==> config.mk <==
export PLATFORM = sky130hd
export DESIGN_NAME = sktbl_cmp
export DESIGN_NICKNAME = d
export VERILOG_FILES = /design/src/sv/sorted_key_node_table_core_defines.svh /design/src/sv/sktbl_pkg.sv /design/src/sv/sktbl_cmp.sv
export SDC_FILE = /design/constraint.sdc
export NUM_CORES = 1
export LEC_CHECK = 0
export BUFFER_PORTS_ARGS = -buffer_cell sky130_fd_sc_hd__buf_2
export CAP_MARGIN = 40
export CORE_MARGIN = 3
export CORE_UTILIZATION = 42
export DETAILED_ROUTE_END_ITERATION = 16
export PLACE_DENSITY = 0.85
export REMOVE_ABC_BUFFERS = 1
export SYNTH_ARGS = -nofsm -noshare
export SYNTH_HDL_FRONTEND = slang
export SYNTH_SLANG_ARGS = --single-unit
export TNS_END_PERCENT = 5
==> constraint.sdc <==
create_clock -name vclk -period 2.25
set_clock_uncertainty 0.05 [all_clocks]
set_input_delay 0.45 -clock vclk [all_inputs]
set_output_delay 0.45 -clock vclk [all_outputs]
set_load 0.02 [all_outputs]
==> src/sv/sorted_key_node_table_core_defines.svh <==
// assertion macros for the table core rtl
`ifndef SORTED_KEY_NODE_TABLE_CORE_DEFINES_SVH
`define SORTED_KEY_NODE_TABLE_CORE_DEFINES_SVH

`ifndef SYNTHESIS

// clocked check, suspended while reset is held
`define SKTBL_ASSERT_RST(lbl, clk, rstn, prop, msg) \
    lbl: assert property (@(posedge clk) disable iff (!(rstn)) (prop)) else $error(msg);

// clocked check that also holds during reset
`define SKTBL_ASSERT_ALWAYS(lbl, clk, prop, msg) \
    lbl: assert property (@(posedge clk) (prop)) else $error(msg);

`else

`define SKTBL_ASSERT_RST(lbl, clk, rstn, prop, msg)
`define SKTBL_ASSERT_ALWAYS(lbl, clk, prop, msg)

`endif

`endif

==> src/sv/sktbl_pkg.sv <==
`timescale 1ns / 1ps
`default_nettype none

package sktbl_pkg;

    // fixed field widths
    localparam int REQ_W    = 2;
    localparam int KEY_IN_W = 32;
    localparam int PAGE_W   = 24;
    localparam int SLOT_W   = 16;
    localparam int STATUS_W = 3;
    localparam int TOTAL_W  = 7;

    // packed stream widths
    localparam int S_DATA_W = 72;
    localparam int M_DATA_W = 48;

    // request kinds
    localparam logic [REQ_W-1:0] REQ_INSERT = 2'd0;
    localparam logic [REQ_W-1:0] REQ_EXACT  = 2'd1;
    localparam logic [REQ_W-1:0] REQ_CHILD  = 2'd2;

    // result status codes
    localparam logic [STATUS_W-1:0] STATUS_INSERTED  = 3'd0;
    localparam logic [STATUS_W-1:0] STATUS_DUPLICATE = 3'd1;
    localparam logic [STATUS_W-1:0] STATUS_FULL      = 3'd2;
    localparam logic [STATUS_W-1:0] STATUS_FOUND     = 3'd3;
    localparam logic [STATUS_W-1:0] STATUS_MISS      = 3'd4;

    // outcome of one key compare
    typedef struct packed {
        logic go_right;
        logic equal;
    } cmp_res_t;

endpackage

`default_nettype wire

==> src/sv/sktbl_cmp.sv <==
`timescale 1ns / 1ps
`default_nettype none

module sktbl_cmp #(
    parameter int KEY_BITS = 32
) (
    input  wire logic [KEY_BITS-1:0] entry_key,
    input  wire logic [KEY_BITS-1:0] target_key,
    input  wire logic                strict,
    output sktbl_pkg::cmp_res_t      res
);

    import sktbl_pkg::*;

    logic is_lt;
    logic is_eq;

    // unsigned compare shared by every search step
    assign is_lt = entry_key < target_key;
    assign is_eq = entry_key == target_key;

    // lower bound moves right on less, upper bound also on equal
    assign res.go_right = is_lt | (strict & is_eq);
    assign res.equal    = is_eq;

endmodule

`default_nettype wire

Word level (Yosys, flattened, before mapping)
Index checks and enable logic that the tools add are counted.
{"block": "classes", "addsub": 0, "n_div": 0, "order_cmp": 1, "reduce_logical": 0, "bitwise_logic": 2, "n_shift": 0, "eq_ne": 1, "muxes": 0, "n_mul": 0}
{"op": "32-bit == test", "n": 1}
{"op": "32-bit less-than comparator", "n": 1}
{"op": "1-bit bitwise AND", "n": 1}
{"op": "1-bit bitwise OR", "n": 1}
{"block": "totals", "elab_cells": 4, "mem_bits_rw": 0, "reg_bits": 0, "mem_bits_ro": 0, "mem_count": 0, "output_inout_bits": 2, "latchBits": 0, "inputBits": 65}

Logic depth before layout (Yosys ltp)
{"block": "depth", "depth_word": 3, "mapped_depth": 7, "ltp_nobuf": 7}

Least setup slack after synthesis
Ideal clock, no wire load.
{"block": "synth_timing", "kind": "input port to output port", "start": "input target_key[7]", "end": "output res[1] (netlist bit)", "t_required_ns": 1.750, "slack_ns": 0.066, "path_buffers": 0, "arrival_time_ns": 1.684, "cell_stages": 7, "cell_sequence": "inv_1 > ha_1 > a21oi_1 > o21ai_0 > o2bb2ai_1 > o311a_2 > o21ai_2"}
{"item": "from (decl)", "line_no": "sktbl_cmp.sv:8", "text": "input wire logic [KEY_BITS-1:0] target_key,"}
{"item": "to (decl)", "line_no": "sktbl_cmp.sv:10", "text": "output sktbl_pkg::cmp_res_t res"}

==> metrics <==
run status=complete, but fails checks; failing checks=setup timing; clkbuf count=0; Avg WL per Cell=15.4 um; Hold Fails Final Rpt=0; CP Max Fanout=2; fillers=110; Residual DRC=0; Total Routing Usage GR=22.6%; Synth Instances=117; Syn. warnings=0; initial DRC count=3; worst vdd ir=0.000128 V; dpl hpwl=2230 um; Pins Over Slew Limit=0; Switching Share=45.5%; Seq pwr share=0%; layout cells sized above 1=55.0%; width of the die=50.8 um; num sequential=0; Starting Density=46.4%; largest net degree at the start of global routing=4; Mapped Area=845 sq um; crit path DAT=1.93 ns; final worst-path setup slack=-0.184 ns; RD Place Congestion=0.783; worst hold start=strict; first-pass GRT wire length=4600 um; initial antenna violation count=0; biggest area consumer among synthesized cells=ha_1; final WL=3320 um; Worst-Margin Slew=0.273 ns; antenna cells=0; Die ar.=0.00258 sq mm; Worst Path Required=1.75 ns; logic gate share of total power=100.0%; total net switching power=0.131 mW; utilization after layout=85.9%; Buffers on Ports=67; Core ar.=0.00182 sq mm; Synth Area per Inst=7.22 sq um; Worst Setup Path Type=input pin to primary output; crit path launch type=input pin; Synth area leaders=ha_1, inv_1, a21oi_1; Layout area overhead=85.2%; unrepaired setup endpoints after global routing=yes; pwr/cell area=184 mW/mm^2; fin crit period=2.43 ns; global route overflow=0; Vias per Instance=5.18; Final ANT Viol Nets=0; # rows=15; Lkg Pwr=0.852 nW; # setup viols final=2; Min-Delay Path Class=input pin to primary output; Synth top area share=47.4%; Seq/Total Area, Yosys=0%; P_int=0.157 mW; Placed Cells incl. Taps=211; Layout Nets=290; MaxCap Viol Count=0; vias in the first global route=1114; Die Span Y=50.8 um; clock network fraction of design power=0%; TNS Setup=-0.210 ns; Hold Crit Endpoint=res[1]; crit path from=target_key[13]; Final Cycle Share=108%; WHS Path Cells=4; post-synth cell types=24; sequential cell area=0 sq um; Vias=1118; DRT Pass-1 Iters=4; maximum clock rate=0.411 GHz; relative slew slack=81.7%; Ports=67; final std cells w/o fill=216; Worst Setup End Kind=primary output
==> layout make-up <==
class                           count  area (sq um)  area share, %
Inverter                           32           128           8.16
Timing Repair Buffer               75           493           31.5
Multi-Input combinational cell     84           912           58.3
Tap cell                           25          31.3           2.00
==> cell usage after synthesis, drive strengths merged <==
cell	n
o21ai	4
ha	32
a21oi	13
nand3	2
a211oi	1
a21boi	1
o211ai	2
o2bb2ai	1
nor2	4
buf	1
o311a	1
and4	2
nor4	2
a21o	1
nand4	4
nand2	11
inv	32
o21a	1
a22oi	1
nor2b	1
==> placed cells by master (no fill, tap or decap), drive strengths merged, types with 2 or more instances in the layout <==
| cell | count |
|---|---|
| inv | 32 |
| o211ai | 2 |
| nor2 | 4 |
| nand4 | 4 |
| nand2 | 11 |
| and4 | 2 |
| a21oi | 13 |
| o21ai | 4 |
| ha | 32 |
| nand3 | 2 |
| buf | 75 |
| nor4 | 2 |
==> critical path, cell delays in order <==
cell	delay (ns)
buf_6	0.10
inv_4	0.06
ha_4	0.20
nand4_1	0.16
buf_4	0.15
nor2_1	0.05
o2bb2ai_1	0.14
o311a_4	0.38
o21ai_2	0.12
buf_6	0.13
==> timing repair <==
item	4_1_cts	5_1_grt
buffers inserted	1	4
hold buffers	0	0
resized for setup	34	14
pin swaps	15	10
endpoints found under the setup margin	2	2
==> through the flow <==
step	worst slack (ns)	power [mW]	hold WS [ns]	area, sq um
floorplan	-0.0479	0.108	0.990	837
global placement	-0.135	0.185	1.18	1230
detailed placement	-0.269	0.199	1.18	1230
CTS	-0.0866	0.251	1.15	1480
global route	-0.209	0.316	1.17	1560
finish	-0.184	0.288	1.16	1560
==> power by group through the flow <==
stage,Clock [mW],Sequential (mW),Combinational (mW)
detailed placement,0,0,0.199
global route,0,0,0.316
finish,0,0,0.288
global placement,0,0,0.185
floorplan,0,0,0.108
CTS,0,0,0.251
==> layer usage <==
metal	routed length, um	share of wire, %	GRT usage [%]
met1	1150	34	22.8
met2	1910	58	48.5
met4	142	4.3	6.28
met3	120	3.6	1.17
met5	0	0	0
==> cells by family (layout without fill, tap and decap cells) <==
logic type	count (synthesis)	count (layout)	share of synthesized area [%]
compound gates	26	26	19.1
fa+ha+maj	32	32	47.4
buf+inv	33	107	15.1
simple gates	26	26	18.4
==> worst max-delay path by stage <==
stage,endpoint,cells after the start
6_report,res[1],10
5_1_grt,res[1],10
4_1_cts,res[1],9
3_5_place_dp,res[1],9
3_3_place_gp,res[1],8
2_1_floorplan,res[1],7
No activity file was read; power rests on OpenSTA's default activity.
