### config.mk
export PLATFORM = sky130hd
export DESIGN_NAME = sktbl_ram
export DESIGN_NICKNAME = d
export VERILOG_FILES = /design/src/sv/sorted_key_node_table_core_defines.svh /design/src/sv/sktbl_ram.sv
export SDC_FILE = /design/constraint.sdc
export NUM_CORES = 1
export LEC_CHECK = 0
export BUFFER_PORTS_ARGS = -buffer_cell sky130_fd_sc_hd__buf_2
export CAP_MARGIN = 20
export CORE_UTILIZATION = 60
export CTS_CLUSTER_DIAMETER = 200
export DETAILED_ROUTE_END_ITERATION = 12
export GPL_ROUTABILITY_DRIVEN = 0
export GPL_TIMING_DRIVEN = 0
export HOLD_SLACK_MARGIN = 0.08
export PLACE_DENSITY = 0.81
export SYNTH_ARGS = -nofsm -noshare
export SYNTH_HDL_FRONTEND = slang
export SYNTH_SLANG_ARGS = --single-unit
### constraint.sdc
create_clock -name aclk -period 2.05 [get_ports aclk]
set_input_delay 0.205 -clock aclk [delete_from_list [all_inputs] [get_ports aclk]]
set_output_delay 0.205 -clock aclk [all_outputs]
set_load 0.1 [all_outputs]
### src/sv/sorted_key_node_table_core_defines.svh
// assertion macros for the table core rtl
`ifndef SORTED_KEY_NODE_TABLE_CORE_DEFINES_SVH
`define SORTED_KEY_NODE_TABLE_CORE_DEFINES_SVH

`ifndef SYNTHESIS

// clocked check, suspended while reset is held
`define SKTBL_ASSERT_RST(lbl, clk, rstn, prop, msg) \
    lbl: assert property (@(posedge clk) disable iff (!(rstn)) (prop)) else $error(msg);

// clocked check that also holds during reset
`define SKTBL_ASSERT_ALWAYS(lbl, clk, prop, msg) \
    lbl: assert property (@(posedge clk) (prop)) else $error(msg);

`else

`define SKTBL_ASSERT_RST(lbl, clk, rstn, prop, msg)
`define SKTBL_ASSERT_ALWAYS(lbl, clk, prop, msg)

`endif

`endif

### src/sv/sktbl_ram.sv
`timescale 1ns / 1ps
`default_nettype none

module sktbl_ram #(
    parameter int WIDTH = 8,
    parameter int DEPTH = 64
) (
    input  wire logic                     aclk,
    input  wire logic                     wr_en,
    input  wire logic [$clog2(DEPTH)-1:0] wr_addr,
    input  wire logic [WIDTH-1:0]         wr_data,
    input  wire logic [$clog2(DEPTH)-1:0] rd_addr,
    output logic      [WIDTH-1:0]         rd_data
);

    logic [WIDTH-1:0] mem_reg [DEPTH];
    logic [WIDTH-1:0] rd_data_reg;

    // one write port, one registered read port
    always_ff @(posedge aclk) begin
        if (wr_en) begin
            mem_reg[wr_addr] <= wr_data;
        end
        rd_data_reg <= mem_reg[rd_addr];
    end

    assign rd_data = rd_data_reg;

endmodule

`default_nettype wire

; Word-level counts from Yosys, hierarchy flattened
; Memories as Yosys holds them, arrays and structs flattened. A register that Yosys moved wholly into a read port is not among the register bits.
; Cells that the tools add are included.
[word_totals]
register_bits = 0
mem_bits_rw = 512
input_bits = 22
out_inout_bits = 8
wordCells = 3
mem_count = 1
[classes]
mux = 2
[memory_table]
columns = name, words, width, read_ports, rd_ports_with_merged_regs, wr, line_no
row1 = mem_reg, 64, 8, 1, 1, 1, sktbl_ram.sv:16  ; logic [WIDTH-1:0] mem_reg [DEPTH];
[ops]
columns = op, count
row1 = two-way mux 1 bit, 2

; Longest topological paths before layout
[depth]
word_depth = 2
ltp_mapped = 9

; Worst setup path after synthesis
; Ideal clock, no wire load.
[synth_timing]
kind = in2reg
startpoint = in rd_addr[1]
endpoint = reg rd_data_reg[3], in the netlist rd_data[3], read port of mem_reg
setup_ns = 0.128
arrival_ns = 1.745
slack_ns = 0.177
path_stages = 7
path_buffers = 3
path_cell_list = buf_4 buf_2 buf_2 mux4_2 mux4_2 o21ai_1 o41ai_1
[synth_lines]
columns = item, line_no
row1 = "start, declared", sktbl_ram.sv:12  ; input wire logic [$clog2(DEPTH)-1:0] rd_addr,
row2 = "end, declared", sktbl_ram.sv:17  ; logic [WIDTH-1:0] rd_data_reg;

==> results.md <==
* Most frequent cells in the layout: 512 x edfxtp_1, 126 x mux4_2, 83 x nor2_1, 51 x clkbuf_16, 34 x clkbuf_1
* Final worst-path cycle share at 99.25%
* Vias per inst at 6.929
* CP Capture Type: flip-flop
* Top-level port count at 30
* Critical path cell sequence: mux4_2 > mux2_2 > o221a_2 > nor3_2 > o32ai_2
* Final setup violation count at 0
* Row count at 66
* Post-CTS Setup Bufs at 0
* GRT overflow at 0
* Finished Cell Area at 22,670 um2
* Hold Crit Class: primary input to flip-flop
* Drt total wl at 48,160 um
* Synth Warn # at 0
* Pwr per Cell Area at 968.6 nW/um2
* Cell Area, Placed at 20,840 um2
* CP peak stage delay at 0.45 ns
* Required @ worst endpoint at 2.47 ns
* CP arrival at 2.45 ns
* Max VDD drop at 569.2 uV
* CTS clk-pin slew, worst paths at 0.07 ns
* Crit Path Max Fanout at 1
* Final Util at 69.14%
* Setup Skew at 0.02171 ns
* Layout overhead on the synthesized area at 12.40%
* Register bit total from synthesis at 520
* Post-synthesis sequential area ratio at 77.03%
* CTS Buffer Depth at 3
* Final ANT Viol Nets at 0
* Slew headroom at 23.06%
* Synthesized instance count at 940
* RSZ-0062 raised after global routing: false
* Wire per inst at 32.04 um
* Final worst slack at 0.01541 ns
* Gr usage total at 28.79%
* Syn Area/Cell at 21.45 um2
* Chip width at 185.3 um
* Layout net count at 1,046
* Antenna violations before repair at 5
* Core area at 32,780 um2
* Worst Tran Pin Value at 1.154 ns
* F_max at 491.5 MHz
* Die Footprint at 34,350 um2
* Clk_lat worst skew at 0.57 ns
* Die Span Y at 185.3 um
* DR vias at 10,410
* Post-synth net total at 962
* Startpoint Class: flip-flop
* CTS root buffer: clkbuf_16
* CTS Buf Count at 49
* Clock sink count at 520
* Max reg flops at 512
* Post-DP HPWL at 28,450 um
* DRT iter0 DRCs at 1,653
* Netlist Area Pre-Place at 20,170 um2
* Period minus WS final at 2.035 ns
* Most common cell after layout, fill and taps aside: edfxtp_1
* DRC viols at 0
* Starting Density at 61.51%
* Share of layout cells above drive strength 1 at 26.23%
* Pre-antenna DRT Iters at 6
* Leak at 7.097 nW
* Critical path type: flip-flop to flip-flop
* Unique masters post-synth at 40
* Pre-CTS setup slack at -0.9084 ns
* H-Tree Depth at 2
* CP max-delay cell: mux4_2
* Largest net degree at the start of global routing at 65
* Final Slew Violations at 0
* First-pass GRT wire length at 68,230 um
* Status: completed
* Port-buffer cells at 21
* # Max-Cap Violations at 0
* Vias in the first global route at 10,290
* Final hold violation count at 0
* CTS tree: built
==> worst max-delay path: cells and delay by family (launching register included) <==
kind	cells	cell delay [ns]
mux	2	0.77
compound gates	2	0.48
flops	1	0.37
simple gates	1	0.28
==> cell type report <==
| type | instances | area (um2) |
|---|---|---|
| clock inverters | 8 | 88.84 |
| plain buffers | 50 | 331.6 |
| flip-flops and latches | 520 | 15530 |
| diodes | 1 | 2.502 |
| well taps | 442 | 553.0 |
| repair buffers | 34 | 320.3 |
| multi-input cells | 369 | 4385 |
| clock buffers | 79 | 1451 |
| fillers | 1910 | 10120 |
==> per-stage QoR <==
step                cells  power (W)  TNS [ns]  hold WS (ns)
finish               1503    0.02196         0        0.1957
global route         1503    0.02238         0        0.2169
CTS                  1492    0.02187         0        0.2427
detailed placement   1405    0.01329    -88.84        0.5993
global placement     1403    0.01326    -53.29        0.5960
floorplan             940    0.01279         0        0.3039
==> worst paths after layout <==
path,start,depth (start not counted),endpoint,slack (ns)
worst max-delay path,mem_reg[28][6]$_DFFE_PP_,5,rd_data[6]$_DFF_P_,0.02
worst min-delay path,wr_data[0],1,mem_reg[19][0]$_DFFE_PP_,0.20
worst max register to register,mem_reg[28][6]$_DFFE_PP_,5,rd_data[6]$_DFF_P_,0.02
worst min register to register,mem_reg[23][2]$_DFFE_PP_,4,rd_data[2]$_DFF_P_,0.97
==> cell families after synthesis <==
logic type      synth area share (%)
compound gates                 2.072
buf+inv                        1.570
flops                          77.03
mux                            15.94
simple gates                   3.387
==> report_power, final <==
| group | total [W] | internal, W | switching [W] |
|---|---|---|---|
| combinational | 0.00140 | 0.000464 | 0.000937 |
| sequential | 0.0118 | 0.0118 | 0.0000256 |
| clock | 0.00876 | 0.00507 | 0.00370 |
==> metal layers <==
metal / vias to the layer above / GRT usage (%) / share of wire, %
met2: 842 / 44.64 / 47
met3: 170 / 8.081 / 12
met1: 5299 / 39.06 / 36
met4: 6 / 11.47 / 4.5
li1: 4097 / - / -
met5: - / 0 / 0.083
==> timing repair <==
item,in CTS,in global routing
setup endpoints to repair,8,7
resized for setup,12,15
endpoints found under the hold margin,2,26
hold buffers,1,3
==> Yosys cell counts <==
library cell  count  share of area, %
nand4b_1          1             0.043
o2111ai_1         3              0.13
o21ai_1           2             0.050
nor3_1            7              0.17
o221a_2           2              0.11
mux2i_1          23               1.1
nor2_1           83               1.5
o21a_1            2             0.074
nand4_1           2             0.062
a31oi_1           1             0.031
and2_1            1             0.031
buf_2            11              0.27
a21oi_1           3             0.074
buf_1             4             0.074
a22oi_1           3              0.11
buf_4            13              0.48
nand2b_1          7              0.22
buf_12            2              0.20
o32ai_1           2             0.087
o21ai_0           2             0.050
a2111oi_0         2             0.087
dfxtp_1           8              0.79
buf_6             4              0.22
o41ai_1           2             0.087
a211oi_1          4              0.15
clkbuf_1         17              0.32
edfxtp_1        512                76
nand3b_1          3              0.11
o311ai_1          1             0.043
nor4_1            2             0.062
o2bb2ai_1         3              0.13
a221oi_1          6              0.26
o22ai_1           8              0.25
o221ai_1          8              0.35
mux4_2          126                14
nand2_1          19              0.35
or3_1             1             0.031
mux2_2           13              0.73
nor2b_1          14              0.43
nand3_1          13              0.32
(Power assumes the default switching activity.)
